## src/hw/rtl/sgirle_pkg.sv

```systemverilog
// ----------------------------------------------------------------------------
// sgirle_pkg
// Shared widths, codes and state types for the run-length row decoder.
// ----------------------------------------------------------------------------
package sgirle_pkg;

  localparam int LANES      = 8;
  localparam int PIX_W      = 8;
  localparam int PACK_W     = 64;
  localparam int PCNT_W     = 4;
  localparam int TAKE_W     = $clog2(LANES + 1);
  localparam int ROW_W      = 16;
  localparam int RCNT_W     = 7;

  localparam logic [PIX_W-1:0] COUNT_MASK   = 8'h7f;
  localparam logic [PIX_W-1:0] LITERAL_FLAG = 8'h80;

  // what the next accepted byte means
  typedef enum logic [1:0] {
    MODE_HEADER  = 2'd0,
    MODE_LITERAL = 2'd1,
    MODE_RUN     = 2'd2
  } decode_mode_t;

  // sequencer around the shared admit unit
  typedef enum logic {
    SEQ_IDLE = 1'b0,
    SEQ_RUN  = 1'b1
  } seq_state_t;

endpackage

```

## src/hw/rtl/sgirle_intf.sv

```systemverilog
// ----------------------------------------------------------------------------
// sgirle channel interfaces
// Valid/ready channels for code bytes, decoded pixel results and the
// row width register write.
// ----------------------------------------------------------------------------
interface sgirle_in_if;
  logic                          valid;
  logic                          ready;
  logic [sgirle_pkg::PIX_W-1:0]  code_byte;

  modport source (output valid, output code_byte, input ready);
  modport sink   (input valid, input code_byte, output ready);
endinterface

interface sgirle_out_if;
  logic                          valid;
  logic                          ready;
  logic [sgirle_pkg::PACK_W-1:0] pixels_packed;
  logic [sgirle_pkg::PCNT_W-1:0] pixel_count;
  logic                          end_of_row;
  logic                          overflow;
  logic                          last;

  modport source (output valid, output pixels_packed, output pixel_count,
                  output end_of_row, output overflow, output last, input ready);
  modport sink   (input valid, input pixels_packed, input pixel_count,
                  input end_of_row, input overflow, input last, output ready);
endinterface

interface sgirle_cfg_if;
  logic                          valid;
  logic                          ready;
  logic [sgirle_pkg::ROW_W-1:0]  row_width;

  modport source (output valid, output row_width, input ready);
  modport sink   (input valid, input row_width, output ready);
endinterface

```

## src/hw/rtl/sgi_rle_row_decoder.sv

```systemverilog
// ----------------------------------------------------------------------------
// sgi_rle_row_decoder
// Byte-serial decoder for 8-bit run-length image rows with a row width cap.
// ----------------------------------------------------------------------------
//  channel  | dir | payload                                        | request
//  ---------+-----+------------------------------------------------+---------------
//  codes    | in  | code_byte                                      | one stream byte
//  pixels   | out | pixels_packed, pixel_count, end_of_row,        | one result
//           |     | overflow, last                                 |
//  cfg      | in  | row_width                                      | one register write
//
//  run value byte: taken, then drained as ceil(count / LANES) results, one
//  result per cycle from the shared admit unit (room compare and subtract).
//  codes is held off while a run drains or the result register is full and
//  not being taken; a stall on pixels freezes the sequencer.
//  rst (synchronous) clears mode, counters, sequencer and result valid;
//  row_width returns to 65535. cfg is always ready.
// ----------------------------------------------------------------------------
module sgi_rle_row_decoder (
  input  logic         clk,
  input  logic         rst,
  sgirle_in_if.sink    codes,
  sgirle_out_if.source pixels,
  sgirle_cfg_if.sink   cfg
);
  import sgirle_pkg::*;

  // architectural state
  decode_mode_t       mode, mode_next;
  logic [RCNT_W-1:0]  remaining, remaining_next;
  logic [ROW_W-1:0]   row_pos, row_pos_next;
  logic [ROW_W-1:0]   row_width;
  logic [PIX_W-1:0]   run_byte;
  seq_state_t         seq, seq_next;

  // result register
  logic               out_valid;
  logic [PACK_W-1:0]  out_packed, out_packed_next;
  logic [TAKE_W-1:0]  out_count, out_count_next;
  logic               out_eor, out_eor_next;
  logic               out_ovf, out_ovf_next;
  logic               out_last, out_last_next;

  logic               out_free;
  logic               in_ready;
  logic               in_acc;
  logic               chunk_go;
  logic               out_load;

  // shared admit unit
  logic [ROW_W-1:0]   room;
  logic [TAKE_W-1:0]  want;
  logic [TAKE_W-1:0]  take;
  logic [TAKE_W-1:0]  chunk_n;
  logic [PIX_W-1:0]   pix_byte;
  logic [PACK_W-1:0]  packed_fill;
  logic [RCNT_W-1:0]  hdr_count;

  assign out_free  = !out_valid || pixels.ready;
  assign hdr_count = RCNT_W'(codes.code_byte & COUNT_MASK);

  // sequencer next state
  always_comb begin
    seq_next = seq;
    unique case (seq)
      SEQ_IDLE: begin
        if (in_acc && mode == MODE_RUN) begin
          seq_next = SEQ_RUN;
        end
      end
      SEQ_RUN: begin
        if (chunk_go && remaining == RCNT_W'(chunk_n)) begin
          seq_next = SEQ_IDLE;
        end
      end
      default: seq_next = SEQ_IDLE;
    endcase
  end

  // sequencer outputs
  always_comb begin
    in_ready = 1'b0;
    chunk_go = 1'b0;
    unique case (seq)
      SEQ_IDLE: in_ready = out_free;
      SEQ_RUN:  chunk_go = out_free;
      default: begin
        in_ready = 1'b0;
        chunk_go = 1'b0;
      end
    endcase
  end

  assign in_acc       = codes.valid && in_ready;
  assign codes.ready  = in_ready;
  assign cfg.ready    = 1'b1;

  // admit: pixels the row still takes, capped at the request
  always_comb begin
    chunk_n  = (remaining < RCNT_W'(LANES)) ? TAKE_W'(remaining) : TAKE_W'(LANES);
    want     = (seq == SEQ_RUN) ? chunk_n : TAKE_W'(1);
    room     = (row_pos < row_width) ? (row_width - row_pos) : '0;
    take     = (ROW_W'(want) < room) ? want : TAKE_W'(room);
    pix_byte = (seq == SEQ_RUN) ? run_byte : codes.code_byte;
    packed_fill = '0;
    for (int i = 0; i < LANES; i++) begin
      if (TAKE_W'(i) < take) begin
        packed_fill[PIX_W*i +: PIX_W] = pix_byte;
      end
    end
  end

  // state and result next values
  always_comb begin
    mode_next       = mode;
    remaining_next  = remaining;
    row_pos_next    = row_pos;
    out_load        = 1'b0;
    out_packed_next = '0;
    out_count_next  = '0;
    out_eor_next    = 1'b0;
    out_ovf_next    = 1'b0;
    out_last_next   = 1'b1;
    if (chunk_go) begin
      out_load        = 1'b1;
      out_packed_next = packed_fill;
      out_count_next  = take;
      out_ovf_next    = (take < chunk_n);
      out_last_next   = (remaining == RCNT_W'(chunk_n));
      row_pos_next    = row_pos + ROW_W'(take);
      remaining_next  = remaining - RCNT_W'(chunk_n);
      if (remaining == RCNT_W'(chunk_n)) begin
        mode_next = MODE_HEADER;
      end
    end else if (in_acc) begin
      unique case (mode)
        MODE_LITERAL: begin
          out_load        = 1'b1;
          out_packed_next = packed_fill;
          out_count_next  = take;
          out_ovf_next    = (take == '0);
          row_pos_next    = row_pos + ROW_W'(take);
          remaining_next  = remaining - RCNT_W'(1);
          if (remaining == RCNT_W'(1)) begin
            mode_next = MODE_HEADER;
          end
        end
        MODE_RUN: begin
          // the sequencer drains this run from here on
        end
        default: begin
          if (hdr_count == '0) begin
            out_load       = 1'b1;
            out_eor_next   = 1'b1;
            row_pos_next   = '0;
            remaining_next = '0;
            mode_next      = MODE_HEADER;
          end else begin
            remaining_next = hdr_count;
            mode_next = ((codes.code_byte & LITERAL_FLAG) != '0) ? MODE_LITERAL
                                                                  : MODE_RUN;
          end
        end
      endcase
    end
  end

  always_ff @(posedge clk) begin
    if (rst) begin
      mode      <= MODE_HEADER;
      remaining <= '0;
      row_pos   <= '0;
      row_width <= '1;
      seq       <= SEQ_IDLE;
      out_valid <= 1'b0;
    end else begin
      mode      <= mode_next;
      remaining <= remaining_next;
      row_pos   <= row_pos_next;
      seq       <= seq_next;
      if (cfg.valid) begin
        row_width <= cfg.row_width;
      end
      if (out_load) begin
        out_valid <= 1'b1;
      end else if (pixels.ready) begin
        out_valid <= 1'b0;
      end
    end
  end

  always_ff @(posedge clk) begin
    if (in_acc && mode == MODE_RUN) begin
      run_byte <= codes.code_byte;
    end
    if (out_load) begin
      out_packed <= out_packed_next;
      out_count  <= out_count_next;
      out_eor    <= out_eor_next;
      out_ovf    <= out_ovf_next;
      out_last   <= out_last_next;
    end
  end

  assign pixels.valid         = out_valid;
  assign pixels.pixels_packed = out_packed;
  assign pixels.pixel_count   = PCNT_W'(out_count);
  assign pixels.end_of_row    = out_eor;
  assign pixels.overflow      = out_ovf;
  assign pixels.last          = out_last;

  // byte intake only while the sequencer is idle
  a_ready_idle: assert property (@(posedge clk) disable iff (rst)
    codes.ready |-> seq == SEQ_IDLE)
    else $error("code byte taken while a run drains");

  a_count_lanes: assert property (@(posedge clk) disable iff (rst)
    out_valid |-> out_count <= TAKE_W'(LANES))
    else $error("result holds more pixels than lanes");

  a_eor_shape: assert property (@(posedge clk) disable iff (rst)
    out_valid && out_eor |-> out_count == '0 && out_last && !out_ovf)
    else $error("end of row result malformed");

  a_run_mode: assert property (@(posedge clk) disable iff (rst)
    seq == SEQ_RUN |-> mode == MODE_RUN && remaining != '0)
    else $error("run drain without pending run");

  a_run_enter: assert property (@(posedge clk) disable iff (rst)
    in_acc && mode == MODE_RUN |=> seq == SEQ_RUN)
    else $error("run value byte did not start the drain");

endmodule
```

## src/flat_wrapper.sv

```systemverilog
// flat-port wrapper written by rule: the top's interface ports become plain ports
module sgi_rle_row_decoder_flat import sgirle_pkg::*;
  (clk, rst, codes_valid, codes_code_byte, codes_ready, pixels_valid, pixels_pixels_packed, pixels_pixel_count, pixels_end_of_row, pixels_overflow, pixels_last, pixels_ready, cfg_valid, cfg_row_width, cfg_ready);
  sgirle_in_if codes_i ();
  sgirle_out_if pixels_i ();
  sgirle_cfg_if cfg_i ();
  input  logic clk;
  input  logic rst;
  input wire logic [$bits(codes_i.valid)-1:0] codes_valid;
  input wire logic [$bits(codes_i.code_byte)-1:0] codes_code_byte;
  output wire logic [$bits(codes_i.ready)-1:0] codes_ready;
  output wire logic [$bits(pixels_i.valid)-1:0] pixels_valid;
  output wire logic [$bits(pixels_i.pixels_packed)-1:0] pixels_pixels_packed;
  output wire logic [$bits(pixels_i.pixel_count)-1:0] pixels_pixel_count;
  output wire logic [$bits(pixels_i.end_of_row)-1:0] pixels_end_of_row;
  output wire logic [$bits(pixels_i.overflow)-1:0] pixels_overflow;
  output wire logic [$bits(pixels_i.last)-1:0] pixels_last;
  input wire logic [$bits(pixels_i.ready)-1:0] pixels_ready;
  input wire logic [$bits(cfg_i.valid)-1:0] cfg_valid;
  input wire logic [$bits(cfg_i.row_width)-1:0] cfg_row_width;
  output wire logic [$bits(cfg_i.ready)-1:0] cfg_ready;
  assign codes_i.valid = codes_valid;
  assign codes_i.code_byte = codes_code_byte;
  assign codes_ready = codes_i.ready;
  assign pixels_valid = pixels_i.valid;
  assign pixels_pixels_packed = pixels_i.pixels_packed;
  assign pixels_pixel_count = pixels_i.pixel_count;
  assign pixels_end_of_row = pixels_i.end_of_row;
  assign pixels_overflow = pixels_i.overflow;
  assign pixels_last = pixels_i.last;
  assign pixels_i.ready = pixels_ready;
  assign cfg_i.valid = cfg_valid;
  assign cfg_i.row_width = cfg_row_width;
  assign cfg_ready = cfg_i.ready;
  sgi_rle_row_decoder u_core (.clk(clk), .rst(rst), .codes(codes_i), .pixels(pixels_i), .cfg(cfg_i));
endmodule
```

## config.mk

```make
export PLATFORM = sky130hd
export DESIGN_NAME = sgi_rle_row_decoder_flat
export DESIGN_NICKNAME = d
export VERILOG_FILES = /design/src/hw/rtl/sgirle_pkg.sv /design/src/hw/rtl/sgirle_intf.sv /design/src/hw/rtl/sgi_rle_row_decoder.sv /design/src/flat_wrapper.sv
export SDC_FILE = /design/constraint.sdc
export NUM_CORES = 1
export LEC_CHECK = 0
export BUFFER_PORTS_ARGS = -buffer_cell sky130_fd_sc_hd__buf_2
export CAP_MARGIN = 10
export CORE_MARGIN = 3
export CORE_UTILIZATION = 52
export CTS_CLUSTER_SIZE = 10
export DETAILED_ROUTE_END_ITERATION = 10
export GPL_TIMING_DRIVEN = 1
export PLACE_DENSITY = 0.83
export SYNTH_ARGS = -nofsm -noshare
export SYNTH_HDL_FRONTEND = slang
export SYNTH_SLANG_ARGS = --single-unit
```

## constraint.sdc

```tcl
create_clock -name clk -period 7.8 [get_ports clk]
set_input_delay 1.56 -clock clk [delete_from_list [all_inputs] [get_ports clk]]
set_output_delay 1.56 -clock clk [all_outputs]
set_load 0.005 [all_outputs]
```

==> out/metrics.csv <==
metric,value,unit
outcome,"complete, no violations",
first-pass GRT wire length,26200,um
Core Area,12400,um^2
clock-pin slew on the worst setup and hold paths,0.06,ns
Post-synth EDFFs,79,
clk sink count,122,
ys async rst share,0,%
GRT Total Usage,22.9,%
later-pin clock latency in the skew report,0.42,ns
Setup crit start,u_core.row_width[0],
Ports,103,
H-tree depth,4,
Final Max Slew Viols,0,
cts hold-fix bufs,0,
Yosys top cell area share,35.2,%
min Tclk post-route,5.67,ns
clock tree buffer depth,2,
Worst Path Required,8.13,ns
setup TNS,0,ns
GR Overflow Total,0,
Filler Cells Inserted,975,
Critical Path Fanout Max,7,
startpoint type of the worst setup path,flop,
CTS root buf,clkbuf_16,
drt initial violations,510,
HP Class,reg2reg,
post-CTS setup buffer count,0,
register area,3230,um^2
# setup viols final,0,
post-synth top area cell,edfxtp_1,
count of cell types in the netlist,77,
number of synthesis warnings,0,
Die X-Extent,120,um
CP arrival,6.00,ns
global routing's busiest layer,met2,
"Top FF cell, synth",edfxtp_1,
initial antenna violation count,0,
gpl congestion,0.952,
synthesis-to-layout area growth,18.0,%
multi-input logic area,3250,um^2
#FFs+latches synth,122,
Max Cap Viol,0,
Die ar.,14400,um^2
Initial Utilization,54.5,%
Post-DRT Antenna Nets,0,
PortBufs,101,
CP max stage delay,0.40,ns
vias in the first global route,5288,
Reg-to-Reg Start,u_core.row_width[0],
DRT Pass-1 Iters,5,
Post-Route WL,16300,um
Max transition margin,42.1,%
Max VDD drop,0.000135,V
unrepaired setup endpoints after global routing,false,
end of the critical path,u_core.row_pos[14],
CTS buffer count,17,
most frequent cells in the layout,"nor2_1, buf_2, edfxtp_1",
Critical Path End Type,flop,
Post-CTS Resized,0,
DR vias,5616,
Total Nets Final,861,
worst-margin pin slew,0.869,ns
Setup Skew,0.00795,ns
"Hold Violations, Final",0,
final hold slack,0.470,ns
syn avg cell area,9.59,um^2
Synth Instances,703,
leading post-synthesis cells by cell area,"edfxtp_1, dfxtp_1, nor2_1",
CP max-delay cell,fa_1,
"Period Utilization, post-route",72.6,%
max frequency,0.176,GHz
met3 usage,4.48,%
vias per inst,5.74,
r2r setup slk,2.13,ns
"leading cell type in the layout, fill and taps excluded",nor2_1,
cell area power density,229,nW/um^2
Die Y,120,um
layout cells sized above 1,21.9,%
met1 Use GR,30.9,%
Post-DP HPWL,11400,um
DRC viols,0,
length in cells of the worst reg-to-reg path,25,
CTS tree,yes,
reg2reg end,u_core.row_pos[14],
Synth Cell Area,6740,um^2
Crit path top cell by count,ha_1,
ant diodes,0,
Setup CP Type,reg2reg,
wire per inst,16.7,um
Leak,3.23,nW
Rows,40,
largest net degree at the start of global routing,70,
GR Layer Usage met2,36.0,%
sequential share of the synthesized area,48.0,%
worst max-delay path: cells and delay by family, from the launching register on:
family,cells,cell delay (ns)
fa+ha+maj,5,1.56
simple gates,8,1.81
buf+inv,2,0.11
flops,1,0.31
compound gates,10,1.78
cells by family after synthesis:
family	share of synthesized area, %
and+or+nand+nor	20.5
AOI/OAI and AO/OA	13.9
DFF	48.0
buffers and inverters	4.10
adders and majority gates	6.35
muxes	4.77
xor gates and xnor gates	2.34
other	0.0556
final cells by class:
type,instances,share of cell area [%]
clock buffer,17,5.35
multi-input combinational,515,40.8
timing repair buffer,102,6.45
sequential,122,40.6
clock inverter,14,2.19
tap,168,2.64
inverter,41,1.93
state kept, by name, indices dropped and copies added, names as in the netlist:
name                         count
u_core.seq                       1
u_core.remaining                 7
u_core.pixels.pixel_count        4
u_core.pixels.valid              1
u_core.pixels.end_of_row         1
u_core.pixels.last               1
u_core.pixels.overflow           1
u_core.run_byte                  8
u_core.row_width                16
u_core.pixels.pixels_packed     64
u_core.mode                      2
u_core.row_pos                  16
metrics by stage:
step,util [%],std cells,setup slack (ns),area (um^2),power [mW]
final,64.4,979,2.13,7960,1.82
after global routing,64.4,979,1.52,7960,1.89
after CTS,64.4,979,2.19,7960,1.82
after detailed placement,59.5,948,2.23,7360,1.03
after global placement,59.5,948,2.36,7360,1.02
after floorplan,-,704,1.57,6750,0.956
power by group:
group          switching (mW)  internal [mW]  total, mW
registers              0.0260          0.723      0.749
logic                   0.179         0.0965      0.275
clock network           0.292          0.502      0.793
total                   0.496           1.32       1.82
Yosys cell counts (3+ instances only):
cell and count:
a211oi_1 4, nor2b_1 8, o211ai_1 7, and2_1 5
nor2_1 108, a31oi_1 8, nand2_1 74, dfxtp_1 43
a21oi_1 39, nand2b_1 12, or3_1 7, buf_2 4
nor4_1 7, a21o_1 11, xor2_1 5, nand4_1 8
clkbuf_1 16, nand3_1 11, o21ai_1 3, a311oi_1 4
o21ai_0 26, a22oi_1 4, mux2_2 8, a2111oi_0 3
nor3_1 17, nor2_2 9, inv_1 40, mux2i_1 18
or2_2 11, edfxtp_1 79, and3_1 5, xnor2_1 13
ha_1 31
worst min-delay path by stage:
stage / from / to / depth (start not counted)
floorplan: u_core.row_pos[15] / u_core.row_pos[15] / 2
finish: u_core.row_pos[15] / u_core.row_pos[15] / 2
CTS: u_core.row_pos[15] / u_core.row_pos[15] / 2
global placement: u_core.row_pos[15] / u_core.row_pos[15] / 2
global route: u_core.row_width[8] / u_core.row_width[8] / 2
detailed placement: u_core.row_pos[15] / u_core.row_pos[15] / 2
layer usage:
| metal | vias up | wire length (um) |
|---|---|---|
| met1 | 2585 | 7000 |
| met5 | - | 0 |
| met2 | 288 | 7650 |
| met4 | 0 | 439 |
| met3 | 47 | 1250 |
| li1 | 2696 | - |
(Power assumes the default switching activity.)
